<file path="src/hw/rtl/iuwg_pkg.sv">
package iuwg_pkg;

    // Source picture size and the largest integer scale.
    localparam int SRC_WIDTH  = 320;
    localparam int SRC_HEIGHT = 200;
    localparam int MAX_SCALE  = 8;

    // Field widths.
    localparam int COL_W   = 9;
    localparam int ROW_W   = 8;
    localparam int PIX_W   = 32;
    localparam int DIM_W   = 13;
    localparam int PITCH_W = 15;
    localparam int OFF_W   = 26;
    localparam int IDX_W   = 2;
    localparam int SCALE_W = $clog2(MAX_SCALE + 1);
    localparam int SPAN_W  = DIM_W + 1;

    // Configuration register indexes.
    localparam logic [IDX_W-1:0] CFG_DEST_WIDTH  = IDX_W'(0);
    localparam logic [IDX_W-1:0] CFG_DEST_HEIGHT = IDX_W'(1);
    localparam logic [IDX_W-1:0] CFG_DEST_PITCH  = IDX_W'(2);

    // Geometry derived from the configuration registers.
    typedef struct packed {
        logic [SCALE_W-1:0] scale;
        logic [DIM_W-1:0]   off_x;
        logic [DIM_W-1:0]   off_y;
        logic [PITCH_W-1:0] pitch;
        logic               fits;
    } t_geom;

    // Commands to the address unit.
    typedef struct packed {
        logic load;
        logic next_col;
        logic next_row;
    } t_addr_cmd;

endpackage

</file>
<file path="src/hw/rtl/iuwg_cfg.sv">
module iuwg_cfg (
    input  logic                        i_clk,
    input  logic                        i_rst_n,
    input  logic                        i_cfg_valid,
    output logic                        o_cfg_ready,
    input  logic [iuwg_pkg::IDX_W-1:0]  i_cfg_index,
    input  logic [iuwg_pkg::PITCH_W-1:0] i_cfg_data,
    output iuwg_pkg::t_geom             o_geom
);
    import iuwg_pkg::*;

    logic [DIM_W-1:0]   r_width;
    logic [DIM_W-1:0]   r_height;
    logic [PITCH_W-1:0] r_pitch;

    logic [SCALE_W-1:0] sx;
    logic [SCALE_W-1:0] sy;
    logic [SCALE_W-1:0] s;
    logic [SPAN_W-1:0]  span_x;
    logic [SPAN_W-1:0]  span_y;
    logic [SPAN_W-1:0]  diff_x;
    logic [SPAN_W-1:0]  diff_y;

    assign o_cfg_ready = 1'b1;

    // Register writes; an unknown index is dropped.
    always_ff @(posedge i_clk) begin
        if (!i_rst_n) begin
            r_width  <= DIM_W'(640);
            r_height <= DIM_W'(400);
            r_pitch  <= PITCH_W'(2560);
        end else if (i_cfg_valid) begin
            case (i_cfg_index)
                CFG_DEST_WIDTH:  r_width  <= i_cfg_data[DIM_W-1:0];
                CFG_DEST_HEIGHT: r_height <= i_cfg_data[DIM_W-1:0];
                CFG_DEST_PITCH:  r_pitch  <= i_cfg_data;
                default: ;
            endcase
        end
    end

    // Each axis scale is the count of multiples of the source size that fit,
    // which saturates at the maximum scale by construction; the smaller one is used, at least one.
    always_comb begin
        sx = '0;
        sy = '0;
        for (int k = 1; k <= MAX_SCALE; k++) begin
            if (int'(r_width) >= SRC_WIDTH * k) begin
                sx = sx + SCALE_W'(1);
            end
            if (int'(r_height) >= SRC_HEIGHT * k) begin
                sy = sy + SCALE_W'(1);
            end
        end
        s = (sx < sy) ? sx : sy;
        if (s == '0) begin
            s = SCALE_W'(1);
        end
    end

    // Centering offsets; they are only used when the picture fits.
    assign span_x = SPAN_W'(SRC_WIDTH) * SPAN_W'(s);
    assign span_y = SPAN_W'(SRC_HEIGHT) * SPAN_W'(s);
    assign diff_x = {1'b0, r_width} - span_x;
    assign diff_y = {1'b0, r_height} - span_y;

    assign o_geom.scale = s;
    assign o_geom.off_x = diff_x[DIM_W:1];
    assign o_geom.off_y = diff_y[DIM_W:1];
    assign o_geom.pitch = r_pitch;
    assign o_geom.fits  = (int'(r_width) >= SRC_WIDTH) && (int'(r_height) >= SRC_HEIGHT);

endmodule

</file>
<file path="src/hw/rtl/iuwg_addr.sv">
module iuwg_addr (
    input  logic                         i_clk,
    input  iuwg_pkg::t_addr_cmd          i_cmd,
    input  logic [iuwg_pkg::DIM_W-1:0]   i_x0,
    input  logic [iuwg_pkg::DIM_W-1:0]   i_y0,
    input  logic [iuwg_pkg::PITCH_W-1:0] i_pitch,
    output logic [iuwg_pkg::OFF_W-1:0]   o_addr
);
    import iuwg_pkg::*;

    localparam int PROD_W = DIM_W + PITCH_W;

    logic [OFF_W-1:0]  r_addr;
    logic [OFF_W-1:0]  r_row;
    logic [PROD_W-1:0] base_prod;
    logic [OFF_W-1:0]  base;
    logic [OFF_W-1:0]  add_a;
    logic [OFF_W-1:0]  add_b;
    logic [OFF_W-1:0]  sum;

    // Start of the block: first row times pitch plus four bytes per column.
    assign base_prod = PROD_W'(i_y0) * PROD_W'(i_pitch);
    assign base      = base_prod[OFF_W-1:0] + OFF_W'({i_x0, 2'b00});

    // Shared adder: steps one pixel right, or one line down from the row start.
    assign add_a = i_cmd.next_row ? r_row : r_addr;
    assign add_b = i_cmd.next_row ? OFF_W'(i_pitch) : OFF_W'(4);
    assign sum   = add_a + add_b;

    always_ff @(posedge i_clk) begin
        if (i_cmd.load) begin
            r_addr <= base;
            r_row  <= base;
        end else if (i_cmd.next_row) begin
            r_addr <= sum;
            r_row  <= sum;
        end else if (i_cmd.next_col) begin
            r_addr <= sum;
        end
    end

    assign o_addr = r_addr;

endmodule

</file>
<file path="src/hw/rtl/integer_upscale_write_generator.sv">
// A source pixel is latched in the idle state and placed in the calc and base states;
// its writes are registered out of the emit state, one write per cycle while the receiver does not stall.
// The single shared address adder steps through the scale x scale block, and no new
// pixel is taken until its last write is issued; a pixel with no writes is dropped in idle.
// Reset is synchronous and active low; it restores the default 640x400 geometry.
module integer_upscale_write_generator (
    input  logic                          i_clk,
    input  logic                          i_rst_n,
    input  logic                          i_in_valid,
    output logic                          o_in_stall,
    input  logic [iuwg_pkg::COL_W-1:0]    i_src_col,
    input  logic [iuwg_pkg::ROW_W-1:0]    i_src_row,
    input  logic [iuwg_pkg::PIX_W-1:0]    i_src_pixel,
    output logic                          o_out_valid,
    input  logic                          i_out_stall,
    output logic [iuwg_pkg::OFF_W-1:0]    o_byte_offset,
    output logic [iuwg_pkg::PIX_W-1:0]    o_pixel_out,
    output logic                          o_last_write,
    input  logic                          i_cfg_valid,
    output logic                          o_cfg_ready,
    input  logic [iuwg_pkg::IDX_W-1:0]    i_cfg_index,
    input  logic [iuwg_pkg::PITCH_W-1:0]  i_cfg_data
);
    import iuwg_pkg::*;

    typedef enum logic [1:0] {
        ST_IDLE,
        ST_CALC,
        ST_BASE,
        ST_EMIT
    } t_state;

    t_state             r_state, n_state;
    logic [COL_W-1:0]   r_col, n_col;
    logic [ROW_W-1:0]   r_row, n_row;
    logic [PIX_W-1:0]   r_pix, n_pix;
    logic [DIM_W-1:0]   r_x0, n_x0;
    logic [DIM_W-1:0]   r_y0, n_y0;
    logic [SCALE_W-1:0] r_dx, n_dx;
    logic [SCALE_W-1:0] r_dy, n_dy;
    logic               r_out_valid, n_out_valid;
    logic [OFF_W-1:0]   r_out_offset, n_out_offset;
    logic [PIX_W-1:0]   r_out_pix, n_out_pix;
    logic               r_out_last, n_out_last;

    t_geom              geom;
    t_addr_cmd          cmd;
    logic [OFF_W-1:0]   addr;
    logic               in_ok;
    logic               slot_free;
    logic [SCALE_W-1:0] last_idx;
    logic               end_col;
    logic               end_row;

    iuwg_cfg u_cfg (
        .i_clk       (i_clk),
        .i_rst_n     (i_rst_n),
        .i_cfg_valid (i_cfg_valid),
        .o_cfg_ready (o_cfg_ready),
        .i_cfg_index (i_cfg_index),
        .i_cfg_data  (i_cfg_data),
        .o_geom      (geom)
    );

    iuwg_addr u_addr (
        .i_clk   (i_clk),
        .i_cmd   (cmd),
        .i_x0    (r_x0),
        .i_y0    (r_y0),
        .i_pitch (geom.pitch),
        .o_addr  (addr)
    );

    // A pixel produces writes only if it lies in the source and the picture fits.
    assign in_ok = (int'(i_src_col) < SRC_WIDTH) && (int'(i_src_row) < SRC_HEIGHT)
                   && geom.fits;
    assign slot_free = !r_out_valid || !i_out_stall;
    assign last_idx  = geom.scale - SCALE_W'(1);
    assign end_col   = (r_dx == last_idx);
    assign end_row   = (r_dy == last_idx);
    assign o_in_stall = (r_state != ST_IDLE);

    // Sequencer: latch the pixel, place the block, then walk it row by row.
    always_comb begin
        n_state      = r_state;
        n_col        = r_col;
        n_row        = r_row;
        n_pix        = r_pix;
        n_x0         = r_x0;
        n_y0         = r_y0;
        n_dx         = r_dx;
        n_dy         = r_dy;
        n_out_valid  = r_out_valid;
        n_out_offset = r_out_offset;
        n_out_pix    = r_out_pix;
        n_out_last   = r_out_last;
        cmd          = '0;

        if (!i_out_stall) begin
            n_out_valid = 1'b0;
        end

        case (r_state)
            ST_IDLE: begin
                if (i_in_valid) begin
                    n_col = i_src_col;
                    n_row = i_src_row;
                    n_pix = i_src_pixel;
                    if (in_ok) begin
                        n_state = ST_CALC;
                    end
                end
            end
            ST_CALC: begin
                n_x0    = geom.off_x + DIM_W'(r_col) * DIM_W'(geom.scale);
                n_y0    = geom.off_y + DIM_W'(r_row) * DIM_W'(geom.scale);
                n_state = ST_BASE;
            end
            ST_BASE: begin
                cmd.load = 1'b1;
                n_dx     = '0;
                n_dy     = '0;
                n_state  = ST_EMIT;
            end
            ST_EMIT: begin
                if (slot_free) begin
                    n_out_valid  = 1'b1;
                    n_out_offset = addr;
                    n_out_pix    = r_pix;
                    n_out_last   = end_col && end_row;
                    if (end_col && end_row) begin
                        n_state = ST_IDLE;
                    end else if (end_col) begin
                        n_dx         = '0;
                        n_dy         = r_dy + SCALE_W'(1);
                        cmd.next_row = 1'b1;
                    end else begin
                        n_dx         = r_dx + SCALE_W'(1);
                        cmd.next_col = 1'b1;
                    end
                end
            end
            default: n_state = ST_IDLE;
        endcase
    end

    always_ff @(posedge i_clk) begin
        if (!i_rst_n) begin
            r_state     <= ST_IDLE;
            r_out_valid <= 1'b0;
        end else begin
            r_state      <= n_state;
            r_col        <= n_col;
            r_row        <= n_row;
            r_pix        <= n_pix;
            r_x0         <= n_x0;
            r_y0         <= n_y0;
            r_dx         <= n_dx;
            r_dy         <= n_dy;
            r_out_valid  <= n_out_valid;
            r_out_offset <= n_out_offset;
            r_out_pix    <= n_out_pix;
            r_out_last   <= n_out_last;
        end
    end

    assign o_out_valid   = r_out_valid;
    assign o_byte_offset = r_out_offset;
    assign o_pixel_out   = r_out_pix;
    assign o_last_write  = r_out_last;

endmodule

</file>
<file path="config.mk">
export PLATFORM = sky130hd
export DESIGN_NAME = integer_upscale_write_generator
export DESIGN_NICKNAME = d
export VERILOG_FILES = /design/src/hw/rtl/iuwg_pkg.sv /design/src/hw/rtl/iuwg_cfg.sv /design/src/hw/rtl/iuwg_addr.sv /design/src/hw/rtl/integer_upscale_write_generator.sv
export SDC_FILE = /design/constraint.sdc
export NUM_CORES = 1
export LEC_CHECK = 0
export BUFFER_PORTS_ARGS = -buffer_cell sky130_fd_sc_hd__clkbuf_2
export CORE_MARGIN = 1
export CORE_UTILIZATION = 45
export DETAILED_ROUTE_END_ITERATION = 6
export HOLD_SLACK_MARGIN = 0.02
export MAX_ROUTING_LAYER = met4
export PLACE_DENSITY_LB_ADDON = 0.08
export SYNTH_ARGS = -nofsm -noshare
export SYNTH_HDL_FRONTEND = slang
export SYNTH_HIERARCHICAL = 1
export SYNTH_SLANG_ARGS = --single-unit
</file>
<file path="constraint.sdc">
create_clock -name i_clk -period 14.35 [get_ports i_clk]
set_clock_uncertainty 0.15 [all_clocks]
set_input_delay 0.7175 -clock i_clk [delete_from_list [all_inputs] [get_ports i_clk]]
set_output_delay 0.7175 -clock i_clk [all_outputs]
set_load 0.01 [all_outputs]
</file>
## After elaboration in Yosys (flattened, before gate mapping)

Index checks and enable logic that the tools add are counted.
W data, S select, Z words.

| storage, ports and cells | value |
|---|---|
| memory bits (read-only) | 0 |
| RAM bits | 0 |
| output and inout bits | 62 |
| register bits after elaboration | 238 |
| memories | 0 |
| logic and storage cells | 147 |
| bits in latches | 0 |
| input port bits | 71 |

| operators by class | value |
|---|---|
| shift operators | 0 |
| mux-type cells | 47 |
| reduce and logical (&&, ||, !) cells | 23 |
| divide/modulo/power cells | 0 |
| $lt $le $gt $ge | 19 |
| $mul | 5 |
| bitwise gates (word level) | 0 |
| equality and inequality tests | 13 |
| $add $sub $neg | 23 |

Operators by type and width:

| operator | number |
|---|---|
| $mux W26 | 6 |
| $mux W4 | 22 |
| $ge A13 B11 Y1 const B | 6 |
| $ge A13 B10 Y1 const B | 5 |
| $add A4 B1 Y4 const B | 14 |
| $add A26 B15 Y26 | 1 |
| $add A26 B26 Y26 | 1 |
| $ge A13 B12 Y1 const B | 2 |
| $ge A13 B9 Y1 const B | 2 |
| $mul A13 B15 Y26 | 1 |
| $pmux W4 S2 | 2 |
| $mux W15 | 1 |
| $mux W2 | 7 |
| $sub A13 B12 Y14 | 1 |
| $sub A13 B13 Y14 | 1 |
| $add A13 B12 Y13 | 1 |
| $add A13 B13 Y13 | 1 |
| $ge A13 B8 Y1 const B | 1 |
| $mul A9 B4 Y13 | 1 |
| $mul A8 B4 Y12 | 1 |
| $ne A2 B2 Y1 const B | 6 |
| $lt A9 B9 Y1 const B | 1 |
| $mul A5 B4 Y9 const A | 1 |
| $eq A4 B4 Y1 | 2 |
| 20 further kinds | 43 |

## Logic depth before layout (Yosys ltp)

Gate-level depths: netlist (run 1).

| logic depth | value |
|---|---|
| word-level depth | 31 |
| depth in mapped cells | 52 |
| depth with buffers taken out | 46 |

## Hierarchy

The synthesis (run 1) kept the hierarchy.

By module, submodules not included:

| module | cells each | times used | area an instance (µm²) | sequential area each (µm²) |
|---|---|---|---|---|
| iuwg_addr | 1,047 | 1 | 9,745.6 | 1,561.5 |
| integer_upscale_write_generator | 583 | 1 | 7,793.7 | 4,324.1 |
| iuwg_cfg | 573 | 1 | 4,256.6 | 780.7 |

## Least setup slack after synthesis (run 1)

No wires, ideal clock.

| timing | value |
|---|---|
| path kind | register -> register |
| start point | register u_cfg.r_height[10] |
| end point | register u_addr.r_addr[20], in the netlist u_addr/o_addr[20], data pin |
| path buffers | 8 |
| setup slack | 2.964 ns |
| arrival | 10.961 ns |
| stages on the path, launching flop included | 51 |
| data required time | 13.925 ns |
| clock period less this slack | 11.386 ns |
| path through | dfxtp_1 or3_1 buf_6 nor4_1 inv_1 ha_1 buf_1 xor2_1 ha_1 nor2_1 a21oi_1 ha_1 o22ai_1 xor2_1 a21oi_1 ha_1 mux2_2 ha_1 (+15 left out) nor3_2 nand2_2 nor3b_2 buf_2 buf_2 buf_1 mux2_2 ha_1 inv_1 fa_1 nand2b_1 a211oi_1 o31ai_1 o211ai_1 a31oi_1 nor4_1 xor2_1 o21ai_0 |

RTL lines:

| item | RTL line | RTL |
|---|---|---|
| start, declared | iuwg_cfg.sv:13 | `logic [DIM_W-1:0] r_height;` |
| start signal, assigned | iuwg_cfg.sv:35 | `CFG_DEST_HEIGHT: r_height <= i_cfg_data[DIM_W-1:0];` |
| end signal, assigned | iuwg_addr.sv:32 | `r_addr <= base;` |
| end signal, assigned | iuwg_addr.sv:35 | `r_addr <= sum;` |
| end signal, assigned | iuwg_addr.sv:38 | `r_addr <= sum;` |
| end, declared | iuwg_addr.sv:13 | `logic [OFF_W-1:0] r_addr;` |

==> impl_results.md, run 1 <==
* Outcome: completed
* Initial Utilization at 0.456
* Root buffer cell: clkbuf_16
* Chip Width at roughly 220 µm
* Avg Synthesized Cell Area at 9.89 µm²
* Worst r2r dst: u_addr/o_addr[25]
* Count leader, synth: inv_1
* Placer Congestion at 0.878
* Slew @ Worst Pin at 1.16 ns
* Post-DP HPWL at 39.8 mm
* Slew Limit Fails at 0
* Layout Nets at roughly 2.7k
* Post-CTS Resized at 0
* IO Count at between 100 and 150
* WL final at 51.2 mm
* Final hold vios at 0
* WHS Endpoint: r_pix[11]
* Maximum root-to-sink buffer count at 3
* Register area share after synthesis at 0.306
* WL per Instance at about 18 µm
* Vias at 15.0k
* Headroom to the max-slew limit at 0.230
* Clock transition at the registers of the reported paths at 0.06 ns
* Area after DPL at roughly 23,000 µm²
* Critical setup path kind: flop to flop
* Core area at approximately 48,000 µm²
* Hold path startpoint: i_src_pixel[11]
* Worst reg-to-reg path cell count at 42
* Filler cells at 4,384
* CTS Buf Count at 28
* Util after Layout at 0.497
* Synth top area cells: edfxtp_1, fa_1, ha_1
* Post-DRT Antenna Nets at 0
* Post-CTS setup buffer count at 0
* Crit path largest cell delay at about 0.65 ns
* Die ar. at 49,300 µm²
* Die height at 222 µm
* TritonCTS clock tree: yes
* Pin count of the biggest net entering global routing at 60
* Top cell type by total area after synthesis: edfxtp_1
* RSZ-0062 raised after global routing: false
* Hold Path Depth at 1
* FF+latch count, synth at between 200 and 250
* Most used DFF post-synth: edfxtp_1
* Fmax at approximately 0.084 GHz
* Synth cell types at roughly 90
* PortBufs at ~130
* GRT Total Usage at 0.220
* CP startpoint kind: flop
* Synth async-reset ratio at 0
* Post-Synthesis Cells at between 2k and 2.5k
* Starting DRT DRC Count at between 700 and 800
* Hold_ws at about 0.16 ns
* Ratio of cells with drive above 1 in the final layout at 0.102
* Overflow after GRT at 0
* Reg-to-reg critical path startpoint: u_cfg/r_height[10]
* Hold WC Path Type: input pin to flop
* Worst R2R Setup Slack at about 2.4 ns
* First-pass GRT wire length at roughly 84 mm
* Vias in the first global route at 15.6k
* Drt drc at 0
* Synth top area share at 0.267
* H-tree levels at 1
* Worst Path Required at around 14 ns
* Initial antenna violation count at 1
* Fin Setup TNS at 0 ns
* Area grow syn2layout at 8.82%
* Via-to-Cell Ratio at between 5 and 6
* Cell area after synthesis at 21,800 µm²
* Worst path slowest cell: nor3b_4
* Final setup fails at 0
* Worst skew pair latency at approximately 0.57 ns
* Clock sink total at around 240
* Post-CTS Hold Fix Bufs at 0
* Crit path max fanout at 36
* Period utilization at 0.833
* Maxcap violations at 0
* Min cycle time layout at between 10 and 15 ns
* FP Rows at 80
* Crit. End Element: flop
* Net count after synthesis at around 2.7k
* Post-synth EDFFs at between 150 and 200
* DR pass1 iterations at 7
* List of most frequent post-synthesis cells: inv_1, nand2_1, fa_1
* Synthesis Warnings at 6
* CP dominant cell by count: ha_1
* Design Area, Final at around 24,000 µm²
* CP arrival at approximately 12 ns
how the worst max path moves through the flow:
stage,from,end,depth (start not counted)
6_report,u_cfg/r_height[10],u_addr/o_addr[25],42
5_1_grt,u_cfg/r_width[10],u_addr/o_addr[25],45
4_1_cts,u_cfg/r_height[10],u_addr/o_addr[25],42
3_5_place_dp,u_cfg/r_height[10],u_addr/o_addr[25],42
3_3_place_gp,u_cfg/r_height[10],u_addr/o_addr[25],42
2_1_floorplan,u_cfg/r_height[10],u_addr/o_addr[20],50
metal layers:
| layer | routed length [µm] | global-route usage | up-vias |
|---|---|---|---|
| met3 | 1580 | 0.0199 | 61 |
| li1 | - | - | 7373 |
| met5 | 0 | - | - |
| met2 | 24500 | 0.362 | 261 |
| met4 | 1230 | 0.0594 | 0 |
| met1 | 23900 | 0.291 | 7343 |
state kept, by name, indices dropped and copies added, names as in the netlist:
register	count
u_addr/r_row	26
o_out_valid	1
r_state	2
o_last_write	1
r_y0	13
r_dy	4
u_cfg/r_width	12
r_dx	4
r_row	8
o_pixel_out	32
r_pix	32
u_addr/o_addr	26
o_byte_offset	26
u_cfg/r_pitch	15
r_x0	13
u_cfg/r_height	12
r_col	9
worst max-delay path, delay by kind of cell (launching register included):
| kind | cells | cell delay, ns |
|---|---|---|
| AND/OR/NAND/NOR | 13 | 3.51 |
| adder cells (fa/ha/maj) | 8 | 2.42 |
| AO/OA/AOI/OAI | 9 | 2.06 |
| XOR/XNOR | 5 | 1.31 |
| buffers and inverters | 5 | 1.12 |
| multiplexers | 2 | 0.69 |
| flip-flops | 1 | 0.38 |
cells in the final DEF (no fill, tap or decap), types with 9 or more instances in the layout:
master	instances
a211oi_1	11
a21boi_0	39
a21o_1	25
a21oi_1	69
a31oi_1	10
and2_1	174
and3_1	9
buf_4	12
clkbuf_16	28
clkbuf_2	131
clkinv_1	9
dfxtp_1	42
edfxtp_1	194
fa_1	203
ha_1	185
inv_1	327
mux2_2	19
mux2i_1	15
nand2_1	269
nand2b_1	18
nand3_1	30
nand4_1	11
nor2_1	69
nor2b_1	21
nor3_1	31
o21a_1	9
o21ai_0	69
or3_1	10
xnor2_1	62
xor2_1	49
logic make-up (layout without fill, tap and decap cells):
kind of cell	count (synthesis)	count (layout)	share of synthesized area
simple gates	689	689	0.159
compound gates	308	308	0.0948
flops	236	236	0.306
fa+ha+maj	389	389	0.293
other cells	1	2	0.000172
buf+inv	429	522	0.0797
mux	34	34	0.0167
xor+xnor	117	117	0.0506
cell type report:
class | count | area, µm² | area share
clock buffers | 32 | 716 | 0.0302
repair buffers | 143 | 746 | 0.0314
clock inverters | 20 | 183 | 0.00770
multi-input cells | 1538 | 13400 | 0.565
flip-flops and latches | 236 | 6670 | 0.281
diodes | 1 | 2.50 | 0.000106
well taps | 615 | 769 | 0.0324
inverters | 327 | 1230 | 0.0518
metrics by stage:
step | setup slack, ns | instances
2_1_floorplan | 2.96 | 2203
3_3_place_gp | 2.84 | 2859
3_5_place_dp | 2.39 | 2859
4_1_cts | 2.38 | 2911
5_1_grt | 1.50 | 2912
6_report | 2.39 | 2912
Power of run 1 is left out: the tool's default activity adds up to more than one toggle a clock period on the data nets, which glitch-free logic cannot reach.
==> run 2: changes to the inputs <==
clock period = 12.3 ns   (was 14.35 ns; I/O delays follow)
==> run 2 against run 1 <==
Setup slack lost 1.5 ns. Critical path depth rose by 2. Wire length is 2.1% higher. Register-to-register slack lost 1.5 ns. Sequential cell count unchanged. First-iteration DRC count decreased by 13%. Worst hold slack got worse by 0.10 ns. Global-route usage up 0.55 points. Maximum frequency rose by 5.1%. Utilization grew 0.066 points. Sequential share of layout area is essentially flat. Via count is 1.0% higher.
==> impl_results.md, run 2 (same netlist as run 1, synthesis figures left out) <==
* TritonCTS clock tree: yes (unchanged)
* Root buffer cell: clkbuf_16 (unchanged)
* WL final at 52.3 mm (was 51.2 mm)
* Maxcap violations at 0 (unchanged)
* Clock sink total at 236 (unchanged)
* Met1 usage at 0.290 (was 0.291)
* Met2 Use GR at 0.373 (was 0.362)
* Most frequent cells in the layout: inv_1, nand2_1, fa_1 (unchanged)
* Clock transition at the registers of the reported paths at 0.06 ns (about the same)
* Design Area, Final at 23,700 µm² (about the same)
* CTS Buf Count at 28 (unchanged)
* Outcome: completed (unchanged)
* Worst path slowest cell: nor4_1 (was nor3b_4)
* Core area at 47,700 µm² (unchanged)
* Crit path max fanout at 21 (was 36)
* Vias at 15.2k (was 15.0k)
* Pin count of the biggest net entering global routing at 60 (unchanged)
* Buffers & Inverters on Critical Path at 6 (was 5)
* Initial antenna violation count at 0 (was 1)
* Initial Utilization at 0.456 (unchanged)
* Ratio of cells with drive above 1 in the final layout at 0.105 (was 0.102)
* Vias in the first global route at 15.9k (was 15.6k)
* Crit. End Element: flop (unchanged)
* Fin Setup TNS at 0 ns (unchanged)
* ANT cells at 0 (was 1)
* Slew Limit Fails at 0 (unchanged)
* Overflow after GRT at 0 (unchanged)
* Final hold vios at 0 (unchanged)
* Min cycle time layout at 11.38 ns (was 11.96 ns)
* Area after DPL at 22,800 µm² (about the same)
* FP Rows at 80 (unchanged)
* First-pass GRT wire length at 85.6 mm (was 83.9 mm)
* Post-DP HPWL at 40.7 mm (was 39.8 mm)
* GRT met3 Usage at 0.0241 (was 0.0199)
* Drt drc at 0 (unchanged)
* Slew @ Worst Pin at 1.14 ns (was 1.16 ns)
* Leading cell type in the layout, fill and taps excluded: inv_1 (unchanged)
* Final WS setup at 0.920 ns (was 2.39 ns)
* Layout Nets at 2,737 (was 2,734)
* Gr busiest metal: met2 (unchanged)
* Crit path max-delay family: simple AND/OR/NAND/NOR gates (unchanged)
* Crit path largest cell delay at 0.61 ns (was 0.65 ns)
* Chip Width at 222 µm (unchanged)
* Placement Setup Slack at 0.619 ns (was 2.39 ns)
* Via-to-Cell Ratio at 5.21 (was 5.16)
* Maximum root-to-sink buffer count at 3 (unchanged)
* Die height at 222 µm (unchanged)
* Final setup fails at 0 (unchanged)
* Worst skew pair latency at 0.57 ns (about the same)
* DR pass1 iterations at 5 (was 7)
* RSZ-0062 raised after global routing: false (unchanged)
* CP dominant cell by count: ha_1 (unchanged)
* Critical setup path kind: flop to flop (unchanged)
* Post-DRT Antenna Nets at 0 (unchanged)
* Fmax at 0.0879 GHz (was 0.0836 GHz)
* CP arrival at 11.52 ns (was 12.09 ns)
* IO Count at 133 (unchanged)
* CP startpoint kind: flop (unchanged)
* GRT Total Usage at 0.226 (was 0.220)
* H-tree levels at 1 (unchanged)
* Period utilization at 0.925 (was 0.833)
* WL per Instance at 17.9 µm (was 17.6 µm)
* Headroom to the max-slew limit at 0.240 (was 0.230)
* Placer Congestion at 0.867 (was 0.878)
* PortBufs at 131 (unchanged)
* Die ar. at 49,300 µm² (unchanged)
* Starting DRT DRC Count at 680 (was 786)
* Hold WC Path Type: input pin to flop (unchanged)
* Post-CTS Hold Fix Bufs at 0 (unchanged)
* Worst Path Required at 12.44 ns (was 14.48 ns)
* Area grow syn2layout at 8.96% (was 8.82%)
-- run 2: cell count changes in the layout (fill, tap and decap cells not counted), sizes merged, moves of 2 or more --
cell      change
buf           +3
clkbuf        +4
clkinvlp      -2
clkinv        -2
-- run 2: path summary, 6_finish.rpt --
path                            from  cells past startpoint  slack (ns)           endpoint
hold reg to reg            r_pix[20]                      0        0.27    o_pixel_out[20]
setup reg to reg  u_cfg/r_height[10]                     44        0.92  u_addr/o_addr[20]
hold / removal       i_src_pixel[24]                      1        0.06          r_pix[24]
setup / recovery  u_cfg/r_height[10]                     44        0.92  u_addr/o_addr[20]
-- run 2: layout make-up --
| cell class | instances | area, µm² |
|---|---|---|
| clock inverters | 16 | 146 |
| well taps | 615 | 769 |
| inverters | 327 | 1230 |
| clock buffers | 36 | 751 |
| fillers | 4390 | 24000 |
| flip-flops and latches | 236 | 6670 |
| multi-input cells | 1538 | 13400 |
| repair buffers | 146 | 781 |
-- run 2: timing repair --
| item | in CTS | in global routing |
|---|---|---|
| resized for setup | 0 | 0 |
| buffers inserted | 0 | 2 |
| setup endpoints to repair | 0 | 22 |
-- run 2: metal layers --
layer	vias to the layer above	wire length, µm
met2	254	25300
met5	-	0
met1	7451	23600
li1	7404	-
met3	84	1720
met4	0	1640
-- run 2: worst register-to-register path: cells and delay by family, from the launching register on --
| kind | cells | cell delay [ns] |
|---|---|---|
| XOR/XNOR | 5 | 1.31 |
| AND/OR/NAND/NOR | 13 | 3.13 |
| AO/OA/AOI/OAI | 9 | 2.19 |
| flip-flops | 1 | 0.38 |
| buffers and inverters | 6 | 0.83 |
| multiplexers | 2 | 0.46 |
| adder cells (fa/ha/maj) | 9 | 2.67 |
-- run 2: per-stage QoR --
step | cells | util | hold slack (ns)
6_report | 2914 | 0.497 | 0.0603
5_1_grt | 2914 | 0.497 | 0.0231
4_1_cts | 2912 | 0.497 | 0.0278
3_5_place_dp | 2860 | 0.478 | 0.255
3_3_place_gp | 2860 | 0.478 | 0.252
2_1_floorplan | 2203 | - | 0.250
Power of run 2 is left out for the same reason.
==> run 3: changes to the inputs <==
clock period = 10.9 ns   (was 12.3 ns; I/O delays follow)
==> run 3 against run 2 <==
Die area unchanged. Maximum frequency up 10%. Wire length up 0.46%.
==> impl_results.md, run 3 (same netlist as run 1, synthesis figures left out) <==
* Outcome: completed (unchanged)
* Hold WC Path Type: input pin to flop (unchanged)
* Vias at 15.4k (was 15.2k)
* Vias in the first global route at 16.3k (was 15.9k)
* Crit. End Element: flop (unchanged)
* Final setup fails at 0 (unchanged)
* Clock sink total at 236 (unchanged)
* WL final at 52.5 mm (was 52.3 mm)
* Dpl cells at 2,863 (was 2,860)
* H-tree levels at 1 (unchanged)
* Worst R2R Setup Slack at 0.56 ns (was 0.92 ns)
* Maxcap violations at 0 (unchanged)
* ANT cells at 0 (unchanged)
* Die ar. at 49,300 µm² (unchanged)
* Maximum root-to-sink buffer count at 3 (unchanged)
* Final WS setup at 0.558 ns (was 0.920 ns)
* Root buffer cell: clkbuf_16 (unchanged)
* Post-DP HPWL at 40.8 mm (was 40.7 mm)
* Worst skew pair latency at 0.59 ns (was 0.57 ns)
* Worst r2r dst: u_addr/r_row[25] (was u_addr/o_addr[20])
* Initial antenna violation count at 0 (unchanged)
* Drt drc at 0 (unchanged)
* TritonCTS clock tree: yes (unchanged)
* Layout Nets at 2,794 (was 2,737)
* Area grow syn2layout at 12.6% (was 8.96%)
* IO Count at 133 (unchanged)
* Die height at 222 µm (unchanged)
* Setup crit start: u_cfg/r_height[10] (unchanged)
* Leading cell type in the layout, fill and taps excluded: inv_1 (unchanged)
* Multi-input gate area at 13,600 µm² (was 13,400 µm²)
* Via-to-Cell Ratio at 5.18 (was 5.21)
* Worst Setup EP: u_addr/r_row[25] (was u_addr/o_addr[20])
* CP startpoint kind: flop (unchanged)
* Clock transition at the registers of the reported paths at 0.06 ns (about the same)
* First-pass GRT wire length at 86.2 mm (was 85.6 mm)
* Chip Width at 222 µm (unchanged)
* CP dominant cell by count: ha_1 (unchanged)
* Reg-to-reg critical path startpoint: u_cfg/r_height[10] (unchanged)
* Starting DRT DRC Count at 710 (was 680)
* Worst reg-to-reg path cell count at 42 (was 44)
* Final non-filler cell total at 2,970 (was 2,914)
* DR pass1 iterations at 5 (unchanged)
* Period utilization at 0.949 (was 0.925)
* GRT Total Usage at 0.225 (was 0.226)
* Slew @ Worst Pin at 1.26 ns (was 1.14 ns)
* Final hold vios at 0 (unchanged)
* Min cycle time layout at 10.34 ns (was 11.38 ns)
* Post-DRT Antenna Nets at 0 (unchanged)
* CP arrival at 10.47 ns (was 11.52 ns)
* Design Area, Final at 24,500 µm² (was 23,700 µm²)
* Buffers & Inverters on Critical Path at 5 (was 6)
* Crit path max fanout at 15 (was 21)
* Crit path largest cell delay at 0.47 ns (was 0.61 ns)
* Pin count of the biggest net entering global routing at 60 (unchanged)
* Worst Path Required at 11.03 ns (was 12.44 ns)
* Area after DPL at 22,900 µm² (was 22,800 µm²)
* Hold_ws at 0.0644 ns (was 0.0603 ns)
* CP Depth at 42 (was 44)
* Fmax at 0.0967 GHz (was 0.0879 GHz)
* FP Rows at 80 (unchanged)
* Ratio of cells with drive above 1 in the final layout at 0.118 (was 0.105)
* Slew Limit Fails at 0 (unchanged)
* Headroom to the max-slew limit at 0.158 (was 0.240)
* Worst path slowest cell: or3_4 (was nor4_1)
* Most frequent cells in the layout: inv_1, nand2_1, fa_1 (unchanged)
* Critical setup path kind: flop to flop (unchanged)
* Core area at 47,700 µm² (unchanged)
* Total area of sequential cells at 6670 µm² (about the same)
* Overflow after GRT at 0 (unchanged)
* PortBufs at 131 (unchanged)
* Placer Congestion at 0.847 (was 0.867)
* WL per Instance at 17.7 µm (was 17.9 µm)
* Placement Setup Slack at -0.168 ns (was 0.619 ns)
* Initial Utilization at 0.456 (unchanged)
* CTS Buf Count at 28 (unchanged)
* Filler cells at 4,366 (was 4,390)
* Crit path max-delay family: simple AND/OR/NAND/NOR gates (unchanged)
==> run 3: cell count changes in the layout (fill, tap and decap cells not counted), sizes merged <==
cell         change
clkbuf           -4
bufinv           +3
inv              +4
clkinvlp         +2
dlygate4sd3     +49
buf              +7
clkinv           -5
==> run 3: routing by layer <==
| metal | up-vias | part of all wire | GRT usage |
|---|---|---|---|
| li1 | 7492 | - | - |
| met1 | 7597 | 0.46 | 0.292 |
| met2 | 213 | 0.48 | 0.374 |
| met3 | 76 | 0.027 | 0.0237 |
| met4 | 0 | 0.030 | 0.0641 |
| met5 | - | 0 | - |
==> run 3: how the worst min path moves through the flow <==
| stage | startpoint | slack [ns] | cells past startpoint | to |
|---|---|---|---|---|
| after floorplan | r_pix[0] | 0.25 | 0 | o_pixel_out[0] |
| after global routing | i_cfg_data[2] | 0.07 | 3 | u_cfg/r_width[2] |
| after CTS | i_cfg_data[13] | 0.03 | 3 | u_cfg/r_pitch[13] |
| after detailed placement | r_pix[14] | 0.25 | 0 | o_pixel_out[14] |
| final | i_cfg_data[13] | 0.06 | 3 | u_cfg/r_pitch[13] |
| after global placement | r_pix[24] | 0.25 | 0 | o_pixel_out[24] |
==> run 3: worst min-delay path: stages <==
cell and delay (ns):
clkbuf_2 0.08, nand2_1 0.04, a21boi_0 0.06
==> run 3: area by class of cell <==
class / instances / area share
Inverter: 327 / 0.0500
Clock inverter: 20 / 0.0103
Multi-Input combinational cell: 1538 / 0.553
Sequential cell: 236 / 0.272
Tap cell: 615 / 0.0313
Clock buffer: 31 / 0.0290
Timing Repair Buffer: 203 / 0.0551
==> run 3: metrics by stage <==
step | setup TNS [ns] | utilization
2_1_floorplan | 0 | -
3_3_place_gp | 0 | 0.479
3_5_place_dp | -1.00 | 0.479
4_1_cts | 0 | 0.510
5_1_grt | -0.169 | 0.514
6_report | 0 | 0.514
==> run 3: repair_timing <==
item	CTS	global route
hold buffers	49	0
resized for setup	3	27
setup endpoints to repair	18	36
endpoints found under the hold margin	49	0
pin swaps	0	8
gates cloned	0	1
setup buffers	0	6
Power of run 3 is left out for the same reason.
